File: src/sv/qrs_pkg.sv
// Shared types, constants and codes of the QRS peak detector.
// Used by the channel interfaces, the controller, the datapath and the divider.
`timescale 1ns / 1ps
`default_nettype none

package qrs_pkg;

  localparam int SAMPLE_W   = 18;
  localparam int TIME_W     = 24;
  localparam int RATE_W     = 14;
  localparam int MISS_W     = 3;
  localparam int CFG_IDX_W  = 3;
  localparam int CFG_DATA_W = 24;
  localparam int DIV_NW     = 32;
  localparam int DIV_DW     = 24;

  localparam int PEAK_DEPTH_DEF = 64;
  localparam int RR_WINDOW_DEF  = 8;

  localparam logic [SAMPLE_W-1:0] WEAK_LEVEL_RST   = 18'd2000;
  localparam logic [MISS_W-1:0]   MISS_LIMIT_RST   = 3'd5;
  localparam logic [SAMPLE_W-1:0] START_SIGNAL_RST = '0;
  localparam logic [SAMPLE_W-1:0] START_NOISE_RST  = '0;
  localparam logic [TIME_W-1:0]   START_RR_LOW_RST = '0;
  localparam logic [TIME_W-1:0]   START_RR_HIGH_RST = '1;
  localparam logic [TIME_W-1:0]   START_RR_MISS_RST = '1;

  localparam logic [DIV_NW-1:0] PCT_LOW  = 32'd92;
  localparam logic [DIV_NW-1:0] PCT_HIGH = 32'd116;
  localparam logic [DIV_NW-1:0] PCT_MISS = 32'd166;
  // ceil(2^38 / 100): exact floor division by 100 for any 32-bit product
  localparam logic [DIV_NW-1:0] PCT_RECIP = 32'd2748779070;
  localparam int                PCT_SHIFT = 38;
  localparam logic [DIV_NW-1:0] RATE_NUM = 32'd15000;

  typedef enum logic [CFG_IDX_W-1:0] {
    CFG_WEAK_LEVEL,
    CFG_MISS_LIMIT,
    CFG_START_SIGNAL,
    CFG_START_NOISE,
    CFG_START_RR_LOW,
    CFG_START_RR_HIGH,
    CFG_START_RR_MISS
  } cfg_idx_t;

  typedef enum logic [4:0] {
    CMD_NONE,
    CMD_LOAD,
    CMD_RESTART,
    CMD_STORE,
    CMD_NOISE,
    CMD_THR,
    CMD_BEAT,
    CMD_MISS,
    CMD_SB_START,
    CMD_SB_READ,
    CMD_SB_NEXT,
    CMD_SB_HIT,
    CMD_SUM_ALL,
    CMD_SUM_GOOD,
    CMD_DIV_AVG_ALL,
    CMD_DIV_AVG_GOOD,
    CMD_DIV_LOW,
    CMD_DIV_HIGH,
    CMD_DIV_MISS,
    CMD_DIV_RATE,
    CMD_PUT_AVG_ALL,
    CMD_PUT_AVG_GOOD,
    CMD_PUT_LOW,
    CMD_PUT_HIGH,
    CMD_PUT_MISS,
    CMD_PUT_RATE,
    CMD_EMIT
  } cmd_t;

  typedef enum logic [4:0] {
    S_IDLE,
    S_DECODE,
    S_STORE,
    S_CLASSIFY,
    S_THR,
    S_SB_START,
    S_SB_READ,
    S_SB_CHECK,
    S_SUM_ALL,
    S_AVG_ALL_GO,
    S_AVG_ALL_WAIT,
    S_SUM_GOOD,
    S_AVG_GOOD_GO,
    S_AVG_GOOD_WAIT,
    S_LOW_GO,
    S_LOW_WAIT,
    S_HIGH_GO,
    S_HIGH_WAIT,
    S_MISS_GO,
    S_MISS_WAIT,
    S_RATE_GO,
    S_RATE_WAIT,
    S_EMIT
  } state_t;

  typedef struct packed {
    logic                op;
    logic [SAMPLE_W-1:0] s1;
    logic [SAMPLE_W-1:0] s2;
    logic [SAMPLE_W-1:0] s3;
    logic [SAMPLE_W-1:0] s4;
    logic [SAMPLE_W-1:0] s5;
    logic [TIME_W-1:0]   stamp;
  } in_t;

  typedef struct packed {
    logic                beat;
    logic                by_searchback;
    logic [SAMPLE_W-1:0] beat_value;
    logic [TIME_W-1:0]   beat_time;
    logic [TIME_W-1:0]   rr_interval;
    logic [RATE_W-1:0]   pulse_rate;
    logic                weak_beat;
    logic                unstable;
  } res_t;

  typedef struct packed {
    logic op;
    logic is_peak;
    logic above;
    logic in_win;
    logic over_miss;
    logic sb_end;
    logic sb_hit;
    logic all_last;
    logic good_last;
    logic div_done;
    logic sb;
  } st_t;

endpackage

`default_nettype wire

File: src/sv/qrs_ctrl.sv
// Sequencer of the QRS peak detector: steps the datapath through one item and
// owns the channel handshakes. Depends on qrs_pkg.
`timescale 1ns / 1ps
`default_nettype none

module qrs_ctrl (
  input  logic           clk,
  input  logic           rst_n,
  input  logic           in_valid,
  output logic           in_ready,
  output logic           out_valid,
  input  logic           out_ready,
  input  qrs_pkg::st_t   st,
  output qrs_pkg::cmd_t  cmd
);

  qrs_pkg::state_t state_r, state_nxt;
  logic            out_valid_r, out_valid_nxt;
  logic            out_free;

  assign out_free = !out_valid_r || out_ready;

  always_comb begin
    state_nxt = state_r;
    unique case (state_r)
      qrs_pkg::S_IDLE:     if (in_valid) state_nxt = qrs_pkg::S_DECODE;
      qrs_pkg::S_DECODE: begin
        priority if (st.op)       state_nxt = qrs_pkg::S_EMIT;
        else if (!st.is_peak)     state_nxt = qrs_pkg::S_EMIT;
        else                      state_nxt = qrs_pkg::S_STORE;
      end
      qrs_pkg::S_STORE:    state_nxt = qrs_pkg::S_CLASSIFY;
      qrs_pkg::S_CLASSIFY: begin
        priority if (!st.above)   state_nxt = qrs_pkg::S_THR;
        else if (st.in_win)       state_nxt = qrs_pkg::S_SUM_ALL;
        else if (st.over_miss)    state_nxt = qrs_pkg::S_SB_START;
        else                      state_nxt = qrs_pkg::S_EMIT;
      end
      qrs_pkg::S_THR:      state_nxt = qrs_pkg::S_EMIT;
      qrs_pkg::S_SB_START: state_nxt = qrs_pkg::S_SB_READ;
      qrs_pkg::S_SB_READ:
        state_nxt = st.sb_end ? qrs_pkg::S_EMIT : qrs_pkg::S_SB_CHECK;
      qrs_pkg::S_SB_CHECK:
        state_nxt = st.sb_hit ? qrs_pkg::S_SUM_ALL : qrs_pkg::S_SB_READ;
      qrs_pkg::S_SUM_ALL:  if (st.all_last) state_nxt = qrs_pkg::S_AVG_ALL_GO;
      qrs_pkg::S_AVG_ALL_GO: state_nxt = qrs_pkg::S_AVG_ALL_WAIT;
      qrs_pkg::S_AVG_ALL_WAIT:
        if (st.div_done) state_nxt = st.sb ? qrs_pkg::S_LOW_GO : qrs_pkg::S_SUM_GOOD;
      qrs_pkg::S_SUM_GOOD: if (st.good_last) state_nxt = qrs_pkg::S_AVG_GOOD_GO;
      qrs_pkg::S_AVG_GOOD_GO: state_nxt = qrs_pkg::S_AVG_GOOD_WAIT;
      qrs_pkg::S_AVG_GOOD_WAIT: if (st.div_done) state_nxt = qrs_pkg::S_LOW_GO;
      qrs_pkg::S_LOW_GO:   state_nxt = qrs_pkg::S_LOW_WAIT;
      qrs_pkg::S_LOW_WAIT: if (st.div_done) state_nxt = qrs_pkg::S_HIGH_GO;
      qrs_pkg::S_HIGH_GO:  state_nxt = qrs_pkg::S_HIGH_WAIT;
      qrs_pkg::S_HIGH_WAIT: if (st.div_done) state_nxt = qrs_pkg::S_MISS_GO;
      qrs_pkg::S_MISS_GO:  state_nxt = qrs_pkg::S_MISS_WAIT;
      qrs_pkg::S_MISS_WAIT: if (st.div_done) state_nxt = qrs_pkg::S_RATE_GO;
      qrs_pkg::S_RATE_GO:  state_nxt = qrs_pkg::S_RATE_WAIT;
      qrs_pkg::S_RATE_WAIT: if (st.div_done) state_nxt = qrs_pkg::S_THR;
      qrs_pkg::S_EMIT:     if (out_free) state_nxt = qrs_pkg::S_IDLE;
      default:             state_nxt = qrs_pkg::S_IDLE;
    endcase
  end

  always_comb begin
    cmd      = qrs_pkg::CMD_NONE;
    in_ready = 1'b0;
    unique case (state_r)
      qrs_pkg::S_IDLE: begin
        in_ready = 1'b1;
        if (in_valid) cmd = qrs_pkg::CMD_LOAD;
      end
      qrs_pkg::S_DECODE:   if (st.op) cmd = qrs_pkg::CMD_RESTART;
      qrs_pkg::S_STORE:    cmd = qrs_pkg::CMD_STORE;
      qrs_pkg::S_CLASSIFY: begin
        priority if (!st.above) cmd = qrs_pkg::CMD_NOISE;
        else if (st.in_win)     cmd = qrs_pkg::CMD_BEAT;
        else                    cmd = qrs_pkg::CMD_MISS;
      end
      qrs_pkg::S_THR:      cmd = qrs_pkg::CMD_THR;
      qrs_pkg::S_SB_START: cmd = qrs_pkg::CMD_SB_START;
      qrs_pkg::S_SB_READ:  if (!st.sb_end) cmd = qrs_pkg::CMD_SB_READ;
      qrs_pkg::S_SB_CHECK:
        cmd = st.sb_hit ? qrs_pkg::CMD_SB_HIT : qrs_pkg::CMD_SB_NEXT;
      qrs_pkg::S_SUM_ALL:       cmd = qrs_pkg::CMD_SUM_ALL;
      qrs_pkg::S_AVG_ALL_GO:    cmd = qrs_pkg::CMD_DIV_AVG_ALL;
      qrs_pkg::S_AVG_ALL_WAIT:  if (st.div_done) cmd = qrs_pkg::CMD_PUT_AVG_ALL;
      qrs_pkg::S_SUM_GOOD:      cmd = qrs_pkg::CMD_SUM_GOOD;
      qrs_pkg::S_AVG_GOOD_GO:   cmd = qrs_pkg::CMD_DIV_AVG_GOOD;
      qrs_pkg::S_AVG_GOOD_WAIT: if (st.div_done) cmd = qrs_pkg::CMD_PUT_AVG_GOOD;
      qrs_pkg::S_LOW_GO:        cmd = qrs_pkg::CMD_DIV_LOW;
      qrs_pkg::S_LOW_WAIT:      if (st.div_done) cmd = qrs_pkg::CMD_PUT_LOW;
      qrs_pkg::S_HIGH_GO:       cmd = qrs_pkg::CMD_DIV_HIGH;
      qrs_pkg::S_HIGH_WAIT:     if (st.div_done) cmd = qrs_pkg::CMD_PUT_HIGH;
      qrs_pkg::S_MISS_GO:       cmd = qrs_pkg::CMD_DIV_MISS;
      qrs_pkg::S_MISS_WAIT:     if (st.div_done) cmd = qrs_pkg::CMD_PUT_MISS;
      qrs_pkg::S_RATE_GO:       cmd = qrs_pkg::CMD_DIV_RATE;
      qrs_pkg::S_RATE_WAIT:     if (st.div_done) cmd = qrs_pkg::CMD_PUT_RATE;
      qrs_pkg::S_EMIT:          if (out_free) cmd = qrs_pkg::CMD_EMIT;
      default: ;
    endcase
  end

  // output register: load on emit, drop once the sink takes the item
  always_comb begin
    out_valid_nxt = out_valid_r;
    if (state_r == qrs_pkg::S_EMIT && out_free) out_valid_nxt = 1'b1;
    else if (out_ready)                         out_valid_nxt = 1'b0;
  end

  always_ff @(posedge clk) begin
    if (!rst_n) begin
      state_r     <= qrs_pkg::S_IDLE;
      out_valid_r <= 1'b0;
    end else begin
      state_r     <= state_nxt;
      out_valid_r <= out_valid_nxt;
    end
  end

  assign out_valid = out_valid_r;

endmodule

`default_nettype wire

File: config.mk
export PLATFORM = sky130hd
export DESIGN_NAME = qrs_ctrl
export DESIGN_NICKNAME = d
export VERILOG_FILES = /design/src/sv/qrs_pkg.sv /design/src/sv/qrs_ctrl.sv
export SDC_FILE = /design/constraint.sdc
export NUM_CORES = 1
export LEC_CHECK = 0
export ABC_AREA = 1
export CELL_PAD_IN_SITES_DETAIL_PLACEMENT = 1
export CELL_PAD_IN_SITES_GLOBAL_PLACEMENT = 2
export CORE_MARGIN = 2
export CORE_UTILIZATION = 28
export DETAILED_ROUTE_END_ITERATION = 10
export DONT_BUFFER_PORTS = 1
export MAX_ROUTING_LAYER = met4
export PLACE_DENSITY_LB_ADDON = 0.3
export SETUP_SLACK_MARGIN = 0.5
export SKIP_LAST_GASP = 1
export SLEW_MARGIN = 25
export SYNTH_ARGS = -nofsm -noshare
export SYNTH_HDL_FRONTEND = slang
export SYNTH_SLANG_ARGS = --single-unit
File: constraint.sdc
create_clock -name clk -period 1.4 [get_ports clk]
set_input_delay 0.14 -clock clk [delete_from_list [all_inputs] [get_ports clk]]
set_output_delay 0.14 -clock clk [all_outputs]
set_load 0.005 [all_outputs]
Word-level counts from Yosys, hierarchy flattened
Index checks and enable logic that the tools add are counted.
{"block": "classes", "eq_ne": 32, "mux": 36, "reduce_logical": 6}
{"operator": "$pmux W5 S23", "n": 2}
{"operator": "$mux W5", "n": 23}
{"operator": "$eq A5 B4 Y1 const B", "n": 8}
{"operator": "$eq A5 B5 Y1 const B", "n": 7}
{"operator": "$eq A5 B3 Y1 const B", "n": 4}
{"operator": "$ne A2 B2 Y1 const B", "n": 10}
{"operator": "$eq A5 B2 Y1 const B", "n": 2}
{"operator": "$reduce_and A10 Y1", "n": 1}
{"operator": "$mux W4", "n": 2}
{"operator": "$mux W1", "n": 6}
{"operator": "$eq A5 B1 Y1 const B", "n": 1}
{"operator": "$logic_not A5 Y1", "n": 1}
{"operator": "$mux W2", "n": 2}
{"operator": "$mux W3", "n": 1}
{"operator": "$reduce_bool A2 Y1", "n": 1}
{"operator": "$logic_and A1 B1 Y1", "n": 1}
{"operator": "$logic_not A1 Y1", "n": 1}
{"operator": "$logic_or A1 B1 Y1", "n": 1}
{"block": "word_totals", "register_bits": 6, "input_bits": 15, "out_inout_bits": 7}

Longest topological paths before layout
Gate-level depths: netlist of run 1.
{"block": "logic_depth", "ltp_word": 4, "depth_mapped": 11, "ltp_nobuf": 10}

Least setup slack after synthesis of run 1
OpenSTA, ideal clock, no wires.
{"block": "synth_path", "kind": "register to output", "from": "register state_r[4]", "to": "output port cmd[3]", "arrival_time_ns": 1.210, "required_time_ns": 1.260, "setup_slack_ns": 0.050, "stages_incl_launch_ff": 9, "n_path_buf": 1, "cell_sequence": "dfxtp_1 buf_4 nor2_1 nand2_1 inv_2 a21oi_1 nand3_1 a211oi_1 nand2_1"}
{"block": "synth_between", "elab_chain_len": 2, "elab_cells_between_ends": 24}
{"element": "start: declaration", "line_no": "qrs_ctrl.sv:17", "text": "qrs_pkg::state_t state_r, state_nxt;"}
{"element": "start signal: assignment", "line_no": "qrs_ctrl.sv:113", "text": "state_r <= qrs_pkg::S_IDLE;"}
{"element": "start signal: assignment", "line_no": "qrs_ctrl.sv:116", "text": "state_r <= state_nxt;"}
{"element": "$eq A5 B5 Y1 (tied with other cells)", "line_no": "qrs_ctrl.sv:68", "text": "unique case (state_r)"}
{"element": "$pmux W5 S23 *", "line_no": "qrs_ctrl.sv:68"}
{"element": "end: declaration", "line_no": "qrs_ctrl.sv:14", "text": "output qrs_pkg::cmd_t cmd"}
Every way passes the cells marked *; elsewhere a longest branch is shown, timed or not.

Worst setup path in the final report of run 1
{"block": "layout_path", "from": "register state_r[1]", "to": "output port cmd[1]"}
The elaborated chain is that of the path after synthesis.

==> summary.txt, run 1 <==
Power and ir drop
  – VDD IR-drop max: 0.0006997 V
  – Leakage: 0.0009360 µW
  – Power Density: 2039 nW/µm²

GRT
  – Largest net degree at the start of global routing: 9
  – Vias in the first global route: 1590
  – Antenna violations before repair: 0
  – Grt ovf: 0
  – First-pass GRT wire length: 7.941 mm
  – Total GRT Usage: 25.47%

Layout
  – Combined area of the multi-input logic cells: 1097 µm²
  – Register area: 133.9 µm²
  – Final #Nets: 262
  – Finished Cell Area: 1943 µm²
  – Fraction of layout cells with a size suffix above 1: 60.82%
  – Diode count: 0
  – # fillers: 457
  – Area Overhead vs Synth: 88.24%

Worst setup path
  – Element type at the critical path end: primary output
  – Reg2reg start: state_r[1]
  – Crit path launch: state_r[1]
  – Critical path arrival: 1600 ps
  – Worst setup path class: reg -> out
  – Critical path launch point type: flop
  – Critical path fanouts, max: 3
  – CP required: 1260 ps

STA
  – PnR worst setup slack: -337.0 ps
  – RSZ-0062 raised after global routing: true
  – Clk_skew: 1.356 ps
  – Hold_ws: 200.9 ps
  – Final Hold Viols: 0
  – Setup-failing EPs final: 11
  – Final Max Slew Viols: 0
  – Worst slew margin: 73.27%
  – Final Cycle Share: 124.1%
  – Fin crit period: 1737 ps
  – Worst slew pin tran: 400.6 ps
  – Achievable Freq: 575.7 MHz
  – Sum Neg Setup Slack: -2844 ps

Outcome
  – Status: finished with violations
  – Failing checks: negative setup slack

Floorplan
  – I/O Pins: 22
  – Row Count: 22
  – Die span in y: 64.72 µm
  – Starting Density: 28.63%
  – Die width: 64.72 µm
  – Die Area: 4188 µm²
  – Core ar.: 3606 µm²

Logic synthesis
  – Synth warn: 0
  – Seq/Total Area, Yosys: 11.64%
  – Cells after Synth: 191
  – Count of cell types in the netlist: 24
  – FF+latch count, synth: 6
  – Synthesized area: 1032 µm²
  – Synthesized Nets: 206
  – Synthesized area per cell: 5.404 µm²

CTS
  – Cts bufs inserted: 3
  – CTS root buffer: clkbuf_8
  – CTS Buffer Depth: 2
  – Clock slew at reported path FFs: 40 ps
  – CTS sink count: 6
  – Total number of H-tree levels: 1
  – CTS tree: built
  – Worst skew pair latency: 220 ps

Detailed routing
  – Vias per cell: 5.454
  – Wirelength per Cell: 19.21 µm
  – Routed Antenna Nets: 0
  – DRC errors left: 0
  – Drt initial violations: 75
  – Final WL: 5.629 mm
  – Total number of vias: 1598
  – Drt pass-1 iters: 4

Flow run
  – Max-cap violations: 0

Place
  – HPWL after detailed placement: 3.701 mm
  – Port bufs: 0
  – Placed cell area: 1409 µm²
  – Placer Congestion: 0.9621
  – Setup WS pre-CTS: -201.3 ps

Worst hold path
  – Class of the worst hold path: in -> reg
  – HP Start: rst_n
[layer usage]
metal  vias to the layer above  part of all wire [%]  global-route usage, %
met5                         -                     0                      -
met4                         0                   2.6                  4.255
met3                        14                   3.1                  4.167
met2                        45                    50                  44.97
met1                       805                    44                  30.87
li1                        734                     -                      -
[flip-flops by register name, indices dropped and copies added (netlist names)]
| register | cells |
|---|---|
| state_r | 5 |
| out_valid | 1 |
[power breakdown]
group	internal (µW)	switching (µW)	total [µW]	leakage (µW)
Sequential	252	106	358	0.0000519
Combinational	1480	1870	3350	0.000863
Clock	184	71.2	256	0.0000216
[worst paths after layout]
kind                     end  depth (start not counted)  slack, ps
hold / removal    state_r[4]                          2        200
setup / recovery      cmd[1]                          8       -340
setup reg to reg  state_r[3]                         11       -310
hold reg to reg   state_r[2]                          2        550
[Yosys cell counts]
cell       count  area [µm²]
nand2_1       54       202.7
nand3_1       30       150.1
nor2_1        26       97.59
inv_1         16       60.06
a21oi_1       12       60.06
inv_2          8       30.03
dfxtp_1        6       120.1
nor2_2         6       37.54
nand4_1        5       31.28
nand2_2        4       25.02
nor2_4         4       45.04
nor3_1         4       20.02
a211oi_1       3       22.52
buf_4          3       22.52
buf_6          1       11.26
nand3_2        1       10.01
nand3_4        1       17.52
nand3b_1       1       7.510
nor2_8         1       20.02
nor4_1         1       6.260
o2111ai_1      1       8.760
o21ai_0        1       5.000
o21ai_1        1       5.000
o21ai_4        1       16.27
[critical path: stages, from the launching register on]
cell and delay, ps:
dfxtp_2 350, buf_6 120, nor2_4 40, buf_4 120
buf_4 130, nand3_1 110, nand3b_1 150, a211oi_2 200
nand4_1 150
[cell type report]
type,instances,area share [%]
Tap cell,48,3.091
Inverter,24,5.280
Sequential cell,6,6.890
Timing Repair Buffer,55,26.14
Clock buffer,3,2.125
Multi-Input combinational cell,157,56.47
[through the flow]
stage | util, % | total power [µW] | std cells
CTS | 48.47 | 3510 | 289
finish | 53.89 | 3961 | 293
global placement | 39.07 | 2548 | 276
floorplan | - | 1670 | 191
global route | 53.89 | 4175 | 293
detailed placement | 39.07 | 2576 | 276
[placed cells by master (no fill, tap or decap), types with 2 or more instances in the layout]
cell type and n:
dfxtp_2 2, nor2_1 15, nand2_8 2, o21ai_2 2, nand3_4 4, buf_12 4
inv_1 13, dfxtp_4 3, nand3_1 25, nand2_2 25, nand3_2 3, buf_4 39
a211oi_2 3, nand4_1 5, nand2_1 28, buf_6 12, nor2_2 8, nor3_1 2
nand2_4 3, nor2_4 13, inv_2 9, a21oi_1 6, a21oi_2 5, clkbuf_8 3
[cell families after synthesis]
family          synth area share (%)
simple gates                   64.97
buf+inv                        12.00
compound gates                 11.39
flops                          11.64
[repair_timing]
action / CTS / global route
hold buffers: 0 / 0
pin swaps: 26 / 27
buffers inserted: 10 / 4
resized for setup: 55 / 39
endpoints found under the setup margin: 12 / 12
No activity file was read; power rests on OpenSTA's default activity.
==> run 2, diff against run 1 <==
==> constraint.sdc (replaced) <==
create_clock -name clk -period 1.4 [get_ports clk]
set_input_delay 0.14 -clock clk [delete_from_list [all_inputs] [get_ports clk]]
set_output_delay 0.14 -clock clk [all_outputs]
set_load 0.01 [all_outputs]
==> run 2 against run 1 <==
The flow still finishes with violations (negative setup slack). Clock power is 7% higher. Non-clock buffer count stayed put. Power is 2.9% lower. Flip-flop and latch count stayed put. Die area stayed put. Worst hold slack worse by 41 ps. Clock-buffer cell count stayed put. Via count is 0.75% higher. Utilization is 2.7 points lower. Critical endpoint is now cmd[3].
==> summary.txt, run 2 (synthesis gave the netlist of run 1 again) <==
Place
  – Port bufs: 0 (unchanged)
  – Placed cell area: 1438 µm² (+2.0%)
  – Placer Congestion: 0.9050 (-5.9%)
  – HPWL after detailed placement: 3.800 mm (+2.7%)

GRT
  – Total GRT Usage: 26.87% (+1.4 points)
  – Grt ovf: 0 (unchanged)
  – Vias in the first global route: 1637 (+3.0%)
  – First-pass GRT wire length: 8.328 mm (+4.9%)
  – Antenna violations before repair: 0 (unchanged)
  – Largest net degree at the start of global routing: 9 (unchanged)

CTS
  – Worst skew pair latency: 230 ps (about the same)
  – CTS root buffer: clkbuf_8
  – Cts bufs inserted: 3 (unchanged)
  – Clock slew at reported path FFs: 40 ps (about the same)
  – CTS Buffer Depth: 2 (unchanged)
  – CTS tree: built
  – CTS sink count: 6 (unchanged)
  – Total number of H-tree levels: 1 (unchanged)

Floorplan
  – I/O Pins: 22 (unchanged)
  – Die Area: 4188 µm² (unchanged)
  – Die width: 64.72 µm (unchanged)
  – Row Count: 22 (unchanged)
  – Starting Density: 28.63% (unchanged)
  – Core ar.: 3606 µm² (unchanged)
  – Die span in y: 64.72 µm (unchanged)

Worst setup path
  – Element type at the critical path end: primary output
  – Critical path arrival: 1620 ps (+20 ps)
  – Critical path launch point type: flop
  – Critical path fanouts, max: 7 (+4)
  – CP dominant cell by count: nor2_4
  – CP required: 1260 ps (about the same)
  – R2r setup slk: -270 ps (+40 ps)
  – R2r worst-path depth: 11 (unchanged)
  – Worst setup path class: reg -> out
  – RR Endpoint: state_r[0]
  – Crit-path cells: buf_6, nor2_4, nand2_2, nor2_4, nor2_4, buf_6, nand3_4, a211oi_2, nand2_2
  – Buf/Inv on CP: 2 (-1)
  – Cell family with most CP delay: simple AND/OR/NAND/NOR gates
  – Slowest CP cell: dfxtp_4
  – Critical Path Max Stage Delay: 390 ps (+40 ps)
  – Reg2reg start: state_r[3]

Layout
  – Post-layout util: 51.14% (-2.7 points)
  – Max reg flops: 5 (unchanged)
  – Most common cell after layout, fill and taps aside: buf_4
  – Final #Nets: 262 (unchanged)
  – Diode count: 0 (unchanged)
  – Area Overhead vs Synth: 78.67%
  – Fraction of layout cells with a size suffix above 1: 55.10% (-5.7 points)
  – Largest register by flop count: state_r
  – Most frequent cells in the layout: 41 x buf_4, 36 x nand2_1, 25 x nand3_1
  – Finished Cell Area: 1844 µm² (-5.1%)

STA
  – PnR worst setup slack: -359.4 ps (-22.35 ps)
  – Worst slew pin tran: 317.3 ps (-83.22 ps)
  – Final Cycle Share: 125.7% (+1.6 points)
  – Final Hold Viols: 0 (unchanged)
  – RSZ-0062 raised after global routing: true
  – Fin crit period: 1759 ps (+22.35 ps)
  – Final Max Slew Viols: 0 (unchanged)
  – Clk_skew: 5.687 ps (+4.331 ps)
  – Worst slew margin: 78.70% (+5.4 points)
  – Setup-failing EPs final: 11 (unchanged)
  – Achievable Freq: 568.4 MHz (-1.3%)

Power and ir drop
  – Power Density: 2086 nW/µm² (+2.3%)
  – Leakage: 0.0009031 µW (-3.5%)
  – Logic pwr share: 82.4% (-2.1 points)
  – Clock power share: 7.1% (+0.6 points)
  – Internal power: 1851 µW (-3.2%)
  – Sw frac: 51.89% (+0.18 points)
  – P_sw: 1997 µW (-2.5%)
  – VDD IR-drop max: 0.0008650 V (+24%)
  – Sequential share of power: 10.5% (+1.5 points)

Flow run
  – Max-cap violations: 0 (unchanged)

Detailed routing
  – DRC errors left: 0 (unchanged)
  – Total number of vias: 1610 (+0.75%)
  – Drt pass-1 iters: 4 (unchanged)
  – Routed Antenna Nets: 0 (unchanged)
  – Final WL: 5.887 mm (+4.6%)
  – Wirelength per Cell: 20.09 µm (+4.6%)
  – Drt initial violations: 115 (+53%)
  – Vias per cell: 5.495 (+0.75%)

Worst hold path
  – HP Start: rst_n
  – Hold Crit Depth: 2 (unchanged)
  – Worst Hold Path EP: state_r[3]
  – Class of the worst hold path: in -> reg

Outcome
  – Failing checks: negative setup slack
  – Status: finished with violations
[run 2: cell counts in the layout (fill, tap and decap cells not counted)]
Identical to the previous run, type by type.
[run 2: power groups by stage]
stage          clock (µW)  combinational [µW]  sequential, µW
2_1_floorplan           0                1450             299
5_1_grt               297                3330             415
6_report              273                3170             404
4_1_cts               279                2610             388
3_5_place_dp            0                2330             346
3_3_place_gp            0                2300             338
[run 2: cell type report]
class                      count  area [µm²]
fill                         473        1762
multi-input combinational    157        1028
timing repair buffer          55       483.0
sequential                     6       136.4
inverter                      24       95.09
tap                           48       60.06
clock buffer                   3       41.29
[run 2: how the worst max path moves through the flow]
stage / startpoint / to / slack [ps] / cells past startpoint
after floorplan: state_r[3] / state_r[2] / 70 / 10
after global placement: state_r[0] / state_r[2] / -160 / 10
after detailed placement: state_r[0] / state_r[2] / -200 / 10
after CTS: state_r[3] / cmd[4] / -290 / 7
after global routing: state_r[1] / cmd[4] / -420 / 9
final: state_r[1] / cmd[3] / -360 / 9
[run 2: stage by stage]
stage / TNS (ps) / std cells / hold slack, ps / setup WS, ps / power [µW]
after floorplan: 0 / 191 / 334.8 / 65.81 / 1752
after global placement: -998.5 / 276 / 367.5 / -158.9 / 2640
after detailed placement: -1386 / 276 / 393.2 / -197.1 / 2676
after CTS: -2250 / 288 / 154.5 / -285.4 / 3275
after global routing: -3775 / 293 / 177.2 / -424.2 / 4039
final: -3171 / 293 / 159.8 / -359.4 / 3848
[run 2: worst reg2reg max path, delay by kind of cell, from the launching register on]
kind                   cells  cell delay (ps)
AOI/OAI and AO/OA          2              220
DFF                        1              320
buffers and inverters      3              320
and+or+nand+nor            6              710
[run 2: routing by layer]
metal	track usage (%)	routed length, µm
met1	33.02	2413
met2	44.97	2904
met3	3.993	275
met4	9.043	294
met5	-	0
[run 2: repair_timing]
action	CTS	global route
endpoints found under the setup margin	12	12
gates resized for setup	35	37
pin swaps	21	11
hold buffers	0	0
hold endpoints to repair	0	0
setup buffers	9	5
==> run 3, diff against run 2 <==
Settings changed: BUFFER_PORTS_ARGS set to -buffer_cell sky130_fd_sc_hd__clkbuf_2, CORE_UTILIZATION 28 to 24, DONT_BUFFER_PORTS 1 to not set.
==> run 3 against run 2 <==
The run still ends with negative setup slack left. Routed wire length up 8.0%. Fmax down 4.3%. Sequential share of layout area down 1.0 points. Cell area up 16%. Worst hold slack better by 100 ps. Register-to-register slack worse by 70 ps. First-iteration DRC count down 17%. Largest power group unchanged. Sequential power down 3%. Clock-buffer cell count unchanged. Clock skew down 2.1 ps. Global-route usage down 5.0 points. Utilization up 1.4 points.
==> summary.txt, run 3 (synthesis gave the netlist of run 1 again) <==
CTS
  – Cts bufs inserted: 3 (unchanged)
  – Total number of H-tree levels: 1 (unchanged)
  – CTS Buffer Depth: 2 (unchanged)
  – Worst skew pair latency: 220 ps (about the same)
  – CTS root buffer: clkbuf_8
  – CTS sink count: 6 (unchanged)
  – Clock slew at reported path FFs: 40 ps (about the same)
  – CTS tree: built

STA
  – PnR worst setup slack: -438.3 ps (-78.95 ps)
  – Final Hold Viols: 0 (unchanged)
  – Setup-failing EPs final: 11 (unchanged)
  – Sum Neg Setup Slack: -3929 ps (-758.2 ps)
  – Final Cycle Share: 131.3% (+5.6 points)
  – RSZ-0062 raised after global routing: true
  – Worst slew pin tran: 324.0 ps (+6.631 ps)
  – Achievable Freq: 544.0 MHz (-4.3%)
  – Final Max Slew Viols: 0 (unchanged)
  – Fin crit period: 1838 ps (+78.95 ps)
  – Worst slew margin: 78.32% (-0.38 points)
  – Clk_skew: 3.636 ps (-2.051 ps)

Detailed routing
  – Routed Antenna Nets: 0 (unchanged)
  – Wirelength per Cell: 19.15 µm (-4.7%)
  – Total number of vias: 1738 (+8.0%)
  – Drt initial violations: 96 (-17%)
  – Final WL: 6.358 mm (+8.0%)
  – Vias per cell: 5.235 (-4.7%)
  – Drt pass-1 iters: 4 (unchanged)
  – DRC errors left: 0 (unchanged)

Floorplan
  – Core ar.: 4058 µm² (+13%)
  – Starting Density: 25.44% (-3.2 points)
  – Die width: 69.58 µm (+7.5%)
  – Die span in y: 69.58 µm (+7.5%)
  – Die Area: 4841 µm² (+16%)
  – I/O Pins: 22 (unchanged)
  – Row Count: 23 (+4.5%)

Layout
  – Area Overhead vs Synth: 106.5%
  – Post-layout util: 52.54% (+1.4 points)
  – Largest register by flop count: state_r
  – Final #Nets: 299 (+14%)
  – Max reg flops: 5 (unchanged)
  – Most frequent cells in the layout: 56 x buf_4, 29 x nand2_1, 24 x nand3_1, 24 x nand2_2, 18 x nor2_1
  – Most common cell after layout, fill and taps aside: buf_4
  – Fraction of layout cells with a size suffix above 1: 63.12% (+8.0 points)
  – Diode count: 0 (unchanged)

GRT
  – Vias in the first global route: 1652 (+0.92%)
  – First-pass GRT wire length: 8.107 mm (-2.7%)
  – Grt ovf: 0 (unchanged)
  – Antenna violations before repair: 0 (unchanged)
  – Largest net degree at the start of global routing: 9 (unchanged)
  – Total GRT Usage: 21.86% (-5.0 points)

Worst setup path
  – Critical path arrival: 1700 ps (+80 ps)
  – Worst setup path class: reg -> out
  – R2r worst-path depth: 10 (-1)
  – Critical path fanouts, max: 6 (-1)
  – Critical Path Max Stage Delay: 370 ps (-20 ps)
  – Crit-path cells: buf_6, buf_6, nor2_4, nand3_2, nand2_2, nand2_2, nand2_2, inv_2, nand4_1, buf_2
  – Buf/Inv on CP: 4 (+2)
  – Element type at the critical path end: primary output
  – Cell family with most CP delay: simple AND/OR/NAND/NOR gates
  – Slowest CP cell: dfxtp_4
  – CP dominant cell by count: nand2_2
  – Critical path launch point type: flop
  – WP depth: 10 (+1)
  – CP required: 1260 ps (about the same)

Worst hold path
  – Hold Crit Depth: 3 (+1)
  – Class of the worst hold path: in -> reg

Place
  – Port bufs: 21 (+21)
  – Placer Congestion: 0.8738 (-3.4%)
  – HPWL after detailed placement: 3.867 mm (+1.8%)

Power and ir drop
  – Leakage: 0.001087 µW (+20%)
  – VDD IR-drop max: 0.0009781 V (+13%)
  – Power Density: 2090 nW/µm² (+0.18%)

Flow run
  – Max-cap violations: 0 (unchanged)

Outcome
  – Status: finished with violations
  – Failing checks: negative setup slack
-- run 3: cell types whose count changed in the layout (fill, tap and decap cells not counted), moves of 3 or more --
cell	previous run	this run
nor2_2	7	3
clkbuf_2	0	16
buf_2	0	4
a21oi_2	2	6
nand2_2	19	24
nand2_1	36	29
nor2_1	14	18
a21oi_1	9	6
buf_4	41	56
-- run 3: report_power, final --
part / switching (µW) / internal (µW) / leakage [µW]
combinational: 2010 / 1800 / 0.00101
sequential: 126 / 265 / 0.0000523
clock: 72.2 / 185 / 0.0000216
total: 2210 / 2250 / 0.00109
-- run 3: final timing paths --
path	endpoint	slack, ps	from
worst min register to register	state_r[0]	530	state_r[0]
worst max register to register	state_r[1]	-340	state_r[2]
worst min-delay path	out_valid	260	rst_n
worst max-delay path	cmd[4]	-440	state_r[1]
-- run 3: final cells by class --
class / instances / area [µm²]
inverters: 24 / 100.1
repair buffers: 92 / 735.7
fillers: 547 / 1926
flip-flops and latches: 6 / 136.4
multi-input cells: 157 / 1056
well taps: 50 / 62.56
clock buffers: 3 / 41.29
-- run 3: repair_timing --
item                                   4_1_cts  5_1_grt
buffers inserted                            16       13
resized for setup                           44       42
setup endpoints to repair                   12       12
hold buffers                                 0        0
endpoints found under the hold margin        0        0
pin swaps                                   18       24
-- run 3: worst register-to-register path, delay by kind of cell, from the launching register on --
kind,cells,cell delay [ps]
compound gates,1,140
simple gates,6,740
flops,1,360
buf+inv,3,420
-- run 3: layer usage --
metal	vias up	global-route usage, %	wire (µm)
li1	809	-	-
met4	0	2.832	152
met5	-	-	0
met3	18	2.471	306
met1	852	28.03	2609
met2	59	37.93	3289
-- run 3: per-stage QoR --
step	setup slack (ps)	hold WS (ps)	std cells	area [µm²]	total power, µW
final	-438.3	261.2	332	2132	4456
after global routing	-501.9	303.9	332	2132	4693
after CTS	-332.0	253.7	319	1886	3631
after detailed placement	-320.3	488.7	300	1553	2769
after global placement	-203.1	484.1	300	1553	2756
after floorplan	65.81	334.8	191	1090	1752
